[src/prr_pkg.sv]
// Shared constants and types for the polyphase rational resampler.
`timescale 1ns / 1ps

package prr_pkg;

    localparam int MAX_UP_FACTOR_DEF      = 16;
    localparam int MAX_TAPS_PER_PHASE_DEF = 32;

    localparam int PADDR_W = 4;
    localparam int PDATA_W = 32;

    // register indexes, paddr[3:2]
    localparam logic [1:0] REG_UP_FACTOR      = 2'd0;
    localparam logic [1:0] REG_DOWN_FACTOR    = 2'd1;
    localparam logic [1:0] REG_TAPS_PER_PHASE = 2'd2;
    localparam logic [1:0] REG_SCALE          = 2'd3;

    localparam logic [4:0]  UP_FACTOR_RST      = 5'd1;
    localparam logic [4:0]  DOWN_FACTOR_RST    = 5'd1;
    localparam logic [5:0]  TAPS_PER_PHASE_RST = 6'd32;
    localparam logic [17:0] SCALE_RST          = 18'h10000;

    localparam logic ACTION_SAMPLE = 1'b0;
    localparam logic ACTION_COEF   = 1'b1;

    typedef enum logic [2:0] {
        ST_IDLE,
        ST_PHASE,
        ST_MAC,
        ST_DRAIN,
        ST_SCALE,
        ST_LOAD,
        ST_OUT
    } prr_state_t;

    typedef struct packed {
        logic sel_scale;
        logic acc_clr;
        logic acc_en;
    } prr_mac_ctl_t;

endpackage

[src/prr_mac.sv]
// Shared multiplier with product register and 32-bit wrapping accumulator.
`timescale 1ns / 1ps

module prr_mac (
    input  logic                 aclk,
    input  prr_pkg::prr_mac_ctl_t ctl,
    input  logic signed [15:0]   coef,
    input  logic signed [15:0]   hist,
    input  logic signed [17:0]   scale,
    output logic signed [33:0]   prod,
    output logic        [31:0]   acc
);
    import prr_pkg::*;

    logic signed [17:0] mul_a;
    logic signed [15:0] mul_b;
    logic signed [33:0] prod_reg;
    logic        [31:0] acc_reg;

    // scale pass: gain times accumulator bits [30:15]
    assign mul_a = ctl.sel_scale ? scale : {{2{coef[15]}}, coef};
    assign mul_b = ctl.sel_scale ? $signed(acc_reg[30:15]) : hist;

    always_ff @(posedge aclk) begin
        prod_reg <= mul_a * mul_b;
        if (ctl.acc_clr) begin
            acc_reg <= '0;
        end else if (ctl.acc_en) begin
            acc_reg <= acc_reg + prod_reg[31:0];
        end
    end

    assign prod = prod_reg;
    assign acc  = acc_reg;

endmodule

[config.mk]
export PLATFORM = sky130hd
export DESIGN_NAME = prr_mac
export DESIGN_NICKNAME = d
export VERILOG_FILES = /design/src/prr_pkg.sv /design/src/prr_mac.sv
export SDC_FILE = /design/constraint.sdc
export NUM_CORES = 1
export LEC_CHECK = 0
export BUFFER_PORTS_ARGS = -buffer_cell sky130_fd_sc_hd__buf_2
export CORE_MARGIN = 1
export CORE_UTILIZATION = 50
export CTS_CLUSTER_SIZE = 25
export DETAILED_ROUTE_END_ITERATION = 10
export GPL_TIMING_DRIVEN = 0
export PLACE_DENSITY = 0.69
export SETUP_SLACK_MARGIN = 0.3
export SKIP_CTS_REPAIR_TIMING = 1
export SLEW_MARGIN = 10
export SYNTH_ARGS = -nofsm -noshare
export SYNTH_HDL_FRONTEND = slang
export SYNTH_SLANG_ARGS = --single-unit
export TNS_END_PERCENT = 30
[constraint.sdc]
create_clock -name aclk -period 8.8 [get_ports aclk]
set_clock_uncertainty 0.2 [all_clocks]
set_input_delay 0.88 -clock aclk [delete_from_list [all_inputs] [get_ports aclk]]
set_output_delay 0.88 -clock aclk [all_outputs]
set_load 0.02 [all_outputs]
==> impl_metrics.env, run 1 <==
export IMPL_period_needed_ps=8240
export IMPL_synth_area_leaders="fa_1 40%, ha_1 10%, dfxtp_1 9.2%"
export IMPL_clkTransAtPathRegs_ps=60
export IMPL_reg2regPathDepth=21
export IMPL_clock_sinks=66
export IMPL_rsz0062_at_grt="no"
export IMPL_syn_avg_cell_area_um2=8.95
export IMPL_synthArstFlopShare_pct=0
export IMPL_hold_viol_final=0
export IMPL_met1_length_um=16300
export IMPL_grt_antenna_before_repair=0
export IMPL_drt_first_iter_violations=721
export IMPL_synth_cell_types=61
export IMPL_wl_met2_um=20000
export IMPL_wl_met3_um=3280
export IMPL_diodes=0
export IMPL_die_h_um=172
export IMPL_nNetsFinal=2198
export IMPL_synth_enable_flop_cells=0
export IMPL_whs_path_depth=2
export IMPL_ys_seq_area_share_pct=9.18
export IMPL_critical_path_arrival_ps=8310
export IMPL_timing_hold_ws_ps=300
export IMPL_seqCellArea_mm2=0.00132
export IMPL_die_w_um=172
export IMPL_initial_core_util_pct=51.3
export IMPL_syn_inst=1608
export IMPL_rows=61
export IMPL_viasPerCell=5.52
export IMPL_status="complete, no violations"
export IMPL_grt_pass1_wl_um=62600
export IMPL_crit_slowest_cell="fa_1"
export IMPL_drtAntennaViolNets=0
export IMPL_cp_common_cell="fa_1"
export IMPL_htreeDepth=3
export IMPL_synth_fp_nets=2070
export IMPL_post_route_drc_count=0
export IMPL_via_count=11700
export IMPL_highest_layer="met4"
export IMPL_max_freq_mhz=121
export IMPL_pin_count=120
export IMPL_grt_pass1_vias=11900
export IMPL_maxCapViolCount=0
export IMPL_clk_latency_ps=340
export IMPL_crit_buf_inv=7
export IMPL_ys_warn_count=0
export IMPL_wl_per_cell_um=19.3
export IMPL_syn_area_mm2=0.0144
export IMPL_drt_pass1_iterations=5
export IMPL_slew_violations=0
export IMPL_fin_crit_sh_pct=93.6
export IMPL_end_kind="flop"
export IMPL_fillers=2596
export IMPL_grt_max_degree=14
export IMPL_ys_seq_elements=66
export IMPL_routabilityCongestion=0.965
export IMPL_final_common_cell="inv_1"
export IMPL_area_growth_syn_to_layout_pct=11.0
export IMPL_final_cell_mix="332 x inv_1, 291 x fa_1, 200 x nor2_1"
export IMPL_hold_path_class="flop to flop"
export IMPL_crit_fanout=10
export IMPL_path_class="primary input to flop"
export IMPL_dpl_hpwl_um=35000
export IMPL_worstPathRequired_ps=8870
export IMPL_totalWireLength_um=40900
export IMPL_multi_input_area_mm2=0.0119
export IMPL_drive_above_1_share_pct=12.2
export IMPL_grt_usage_pct=28.8
export IMPL_largest_register_ffs=34
export IMPL_critPathTopFamily="adder cells"
export IMPL_clockBufferDepth=2
export IMPL_setup_violations=0
export IMPL_ys_flop_type="dfxtp_1"
export IMPL_critical_path_max_stage_delay_ps=540
export IMPL_critPathLaunchType="primary input"
export IMPL_synth_top_area_share_pct=40.5
export IMPL_crit_cells=25
export IMPL_cts_tree="done"
export IMPL_slew_headroom_pct=17.8
export IMPL_numCtsBuffers=9
export IMPL_root_buffer="clkbuf_16"
export IMPL_worst_pin_slew_ps=1200
export IMPL_io_buffers=117
export IMPL_dieArea_mm2=0.0295
export IMPL_grt_overflow_total=0
export IMPL_synth_area_leader_cell="fa_1"
export IMPL_coreArea_mm2=0.0281
==> cells by family (layout without fill, tap and decap cells) <==
family	Yosys count	after routing	synth area share, %
AO/OA/AOI/OAI	191	191	8.91
XOR/XNOR	56	56	3.41
adder cells (fa/ha/maj)	408	408	50.6
buffers and inverters	365	498	9.52
flip-flops	66	66	9.18
multiplexers	67	67	4.87
AND/OR/NAND/NOR	455	455	13.5
==> synthesized netlist by cell type, types with 7 or more instances <==
| master | number |
|---|---|
| inv_1 | 332 |
| fa_1 | 291 |
| nor2_1 | 200 |
| nand2_1 | 165 |
| ha_1 | 117 |
| dfxtp_1 | 66 |
| a21oi_1 | 52 |
| mux2i_1 | 43 |
| xnor2_1 | 41 |
| a21o_1 | 30 |
| clkbuf_1 | 29 |
| o21ai_0 | 28 |
| mux2_2 | 24 |
| nand2b_1 | 15 |
| xor2_1 | 15 |
| o21a_1 | 13 |
| and3_1 | 12 |
| or2_2 | 12 |
| nor3_1 | 10 |
| nand3_1 | 8 |
| nor2b_1 | 8 |
| o21ai_1 | 8 |
| o21bai_1 | 8 |
| a211oi_1 | 7 |
| nand4_1 | 7 |
==> stage by stage <==
stage | cells | instance area, µm² | setup TNS (ps) | util (%) | setup WS, ps
finish | 2119 | 16000 | 0 | 56.9 | 562
CTS | 2119 | 15800 | -2190 | 56.1 | -477
global route | 2119 | 16000 | 0 | 56.9 | 281
global placement | 2103 | 15500 | -5530 | 55.0 | -712
detailed placement | 2103 | 15500 | -6820 | 55.0 | -775
floorplan | 1608 | 14400 | 0 | - | 901
==> path summary, 6_finish.rpt <==
check                                          start                   to  slack [ps]
worst max register to register  acc[28]$_SDFFE_PP0P_     prod[32]$_DFF_P_        1290
worst max-delay path                          ctl[2]     prod[32]$_DFF_P_         560
worst min-delay path             acc[4]$_SDFFE_PP0P_  acc[4]$_SDFFE_PP0P_         300
worst min register to register   acc[4]$_SDFFE_PP0P_  acc[4]$_SDFFE_PP0P_         300
==> layer usage <==
metal  GRT usage [%]  up-vias
met5               0        -
met4            10.4        0
met3            6.17       78
met2            48.2      461
met1            36.5     5900
li1                -     5261
==> worst reg2reg max path, delay by kind of cell (launching register included) <==
family	cells	cell delay (ps)
flops	1	370
simple gates	1	160
xor+xnor	1	120
mux	1	800
fa+ha+maj	7	3320
compound gates	8	1830
buf+inv	3	650
==> cell type report <==
| cell class | count | area share [%] |
|---|---|---|
| multi-input combinational | 1177 | 74.6 |
| clock inverter | 7 | 0.478 |
| timing repair buffer | 117 | 3.66 |
| buffer | 33 | 0.869 |
| clock buffer | 9 | 1.41 |
| sequential | 66 | 8.27 |
| tap | 378 | 2.96 |
| inverter | 332 | 7.80 |
Power of run 1 is not shown: default switching activity piles up to over one toggle a cycle in this logic, so the estimate is an artifact.
==> run 2, diff against run 1 <==
--- a/config.mk
+++ b/config.mk
@@ -11,7 +11,7 @@
 export CTS_CLUSTER_SIZE = 25
 export DETAILED_ROUTE_END_ITERATION = 10
 export GPL_TIMING_DRIVEN = 0
-export PLACE_DENSITY = 0.69
+export PLACE_DENSITY = 0.71
 export SETUP_SLACK_MARGIN = 0.3
 export SKIP_CTS_REPAIR_TIMING = 1
 export SLEW_MARGIN = 10
==> impl_metrics.env, run 2 (same netlist as run 1, synthesis figures left out) <==
export IMPL_io_buffers=117
export IMPL_fin_crit_sh_pct=93.5
export IMPL_coreArea_mm2=0.0281
export IMPL_slew_violations=0
export IMPL_diodes=0
export IMPL_fin_cells=2119
export IMPL_crit_cells=25
export IMPL_clk_latency_ps=340
export IMPL_nNetsFinal=2198
export IMPL_final_area_mm2=0.0159
export IMPL_slew_headroom_pct=14.0
export IMPL_critical_path_max_stage_delay_ps=620
export IMPL_grt_pass1_vias=11800
export IMPL_area_growth_syn_to_layout_pct=10.7
export IMPL_grt_pass1_wl_um=62700
export IMPL_dp_cells=2103
export IMPL_setup_worst_path_end="prod[32]$_DFF_P_"
export IMPL_largest_register_ffs=34
export IMPL_hold_path_class="flop to flop"
export IMPL_hold_viol_final=0
export IMPL_final_cell_mix="332 x inv_1, 290 x fa_1, 200 x nor2_1"
export IMPL_rows=61
export IMPL_maxCapViolCount=0
export IMPL_clockBufferDepth=2
export IMPL_htreeDepth=3
export IMPL_drive_above_1_share_pct=12.2
export IMPL_post_route_drc_count=0
export IMPL_cts_tree="done"
export IMPL_status="complete, no violations"
export IMPL_worstPathRequired_ps=8870
export IMPL_routabilityCongestion=0.971
export IMPL_period_needed_ps=8220
export IMPL_r2r_start="acc[28]$_SDFFE_PP0P_"
export IMPL_via_count=11700
export IMPL_crit_fanout=10
export IMPL_reg2regPathDepth=21
export IMPL_crit_buf_inv=7
export IMPL_root_buffer="clkbuf_16"
export IMPL_initial_core_util_pct=51.3
export IMPL_viasPerCell=5.54
export IMPL_startpoint="ctl[2]"
export IMPL_wl_per_cell_um=19.2
export IMPL_clock_sinks=66
export IMPL_die_h_um=172
export IMPL_die_w_um=172
export IMPL_critPathLaunchType="primary input"
export IMPL_drt_pass1_iterations=5
export IMPL_setup_tns_ps=0
export IMPL_critical_path_arrival_ps=8300
export IMPL_drt_first_iter_violations=695
export IMPL_dpl_hpwl_um=35200
export IMPL_setup_violations=0
export IMPL_end_kind="flop"
export IMPL_grt_max_degree=14
export IMPL_path_class="primary input to flop"
export IMPL_rrSetupSlack_ps=1230
export IMPL_worst_pin_slew_ps=1250
export IMPL_numCtsBuffers=9
export IMPL_grt_overflow_total=0
export IMPL_cp_common_cell="fa_1"
export IMPL_final_common_cell="inv_1"
export IMPL_max_freq_mhz=122
export IMPL_drtAntennaViolNets=0
export IMPL_dieArea_mm2=0.0295
export IMPL_rsz0062_at_grt="yes"
export IMPL_grt_antenna_before_repair=0
export IMPL_pre_cts_ws_ps=-604
export IMPL_pin_count=120
export IMPL_place_area_mm2=0.0155
export IMPL_clkTransAtPathRegs_ps=60
export IMPL_critPathTopFamily="adder cells"
export IMPL_r2r_end="prod[32]$_DFF_P_"
export IMPL_crit_slowest_cell="mux2i_2"
export IMPL_post_route_worst_setup_slack_ps=575
export IMPL_grt_usage_pct=28.8
export IMPL_totalWireLength_um=40800
-- run 2: metal layers --
layer	vias to the layer above	global-route usage, %	part of all wire, %
li1	5261	-	-
met1	5933	36.8	41
met3	96	5.96	7.6
met4	0	13.6	4.9
met2	450	46.7	47
met5	-	0	0
-- run 2: layout make-up --
cell class              count  area (µm²)
plain buffers              33         143
clock buffers               9         225
clock inverters             7        77.6
fillers                  2590       12200
inverters                 332        1250
multi-input cells        1177       11900
flip-flops and latches     66        1320
well taps                 378         473
repair buffers            117         586
-- run 2: through the flow --
stage,hold slack [ps],utilization (%)
after floorplan,352,-
after global routing,328,56.7
final,302,56.7
after detailed placement,286,55.0
after CTS,296,56.1
after global placement,277,55.0
-- run 2: worst min path at each step --
stage                               startpoint                    to  slack, ps  cells after the start
after detailed placement   acc[4]$_SDFFE_PP0P_   acc[4]$_SDFFE_PP0P_        290                      2
after global placement    acc[21]$_SDFFE_PP0P_  acc[21]$_SDFFE_PP0P_        280                      2
after global routing       acc[4]$_SDFFE_PP0P_   acc[4]$_SDFFE_PP0P_        330                      2
after floorplan           acc[21]$_SDFFE_PP0P_  acc[21]$_SDFFE_PP0P_        350                      2
final                      acc[4]$_SDFFE_PP0P_   acc[4]$_SDFFE_PP0P_        300                      2
after CTS                  acc[4]$_SDFFE_PP0P_   acc[4]$_SDFFE_PP0P_        300                      2
-- run 2: worst register-to-register path, cell delays in order, from the launching register on --
cell,delay [ps]
dfxtp_1,370
mux2i_1,780
clkbuf_1,500
nor2_1,150
fa_1,580
fa_1,430
fa_1,560
fa_1,450
fa_1,490
inv_1,50
fa_1,470
inv_1,40
ha_1,350
a21o_1,240
a21o_1,190
a21o_1,180
a21o_1,190
a2111oi_0,540
o21ai_1,220
a31o_1,270
a21oi_2,140
xnor2_1,120
Power of run 2 is left out for the same reason.
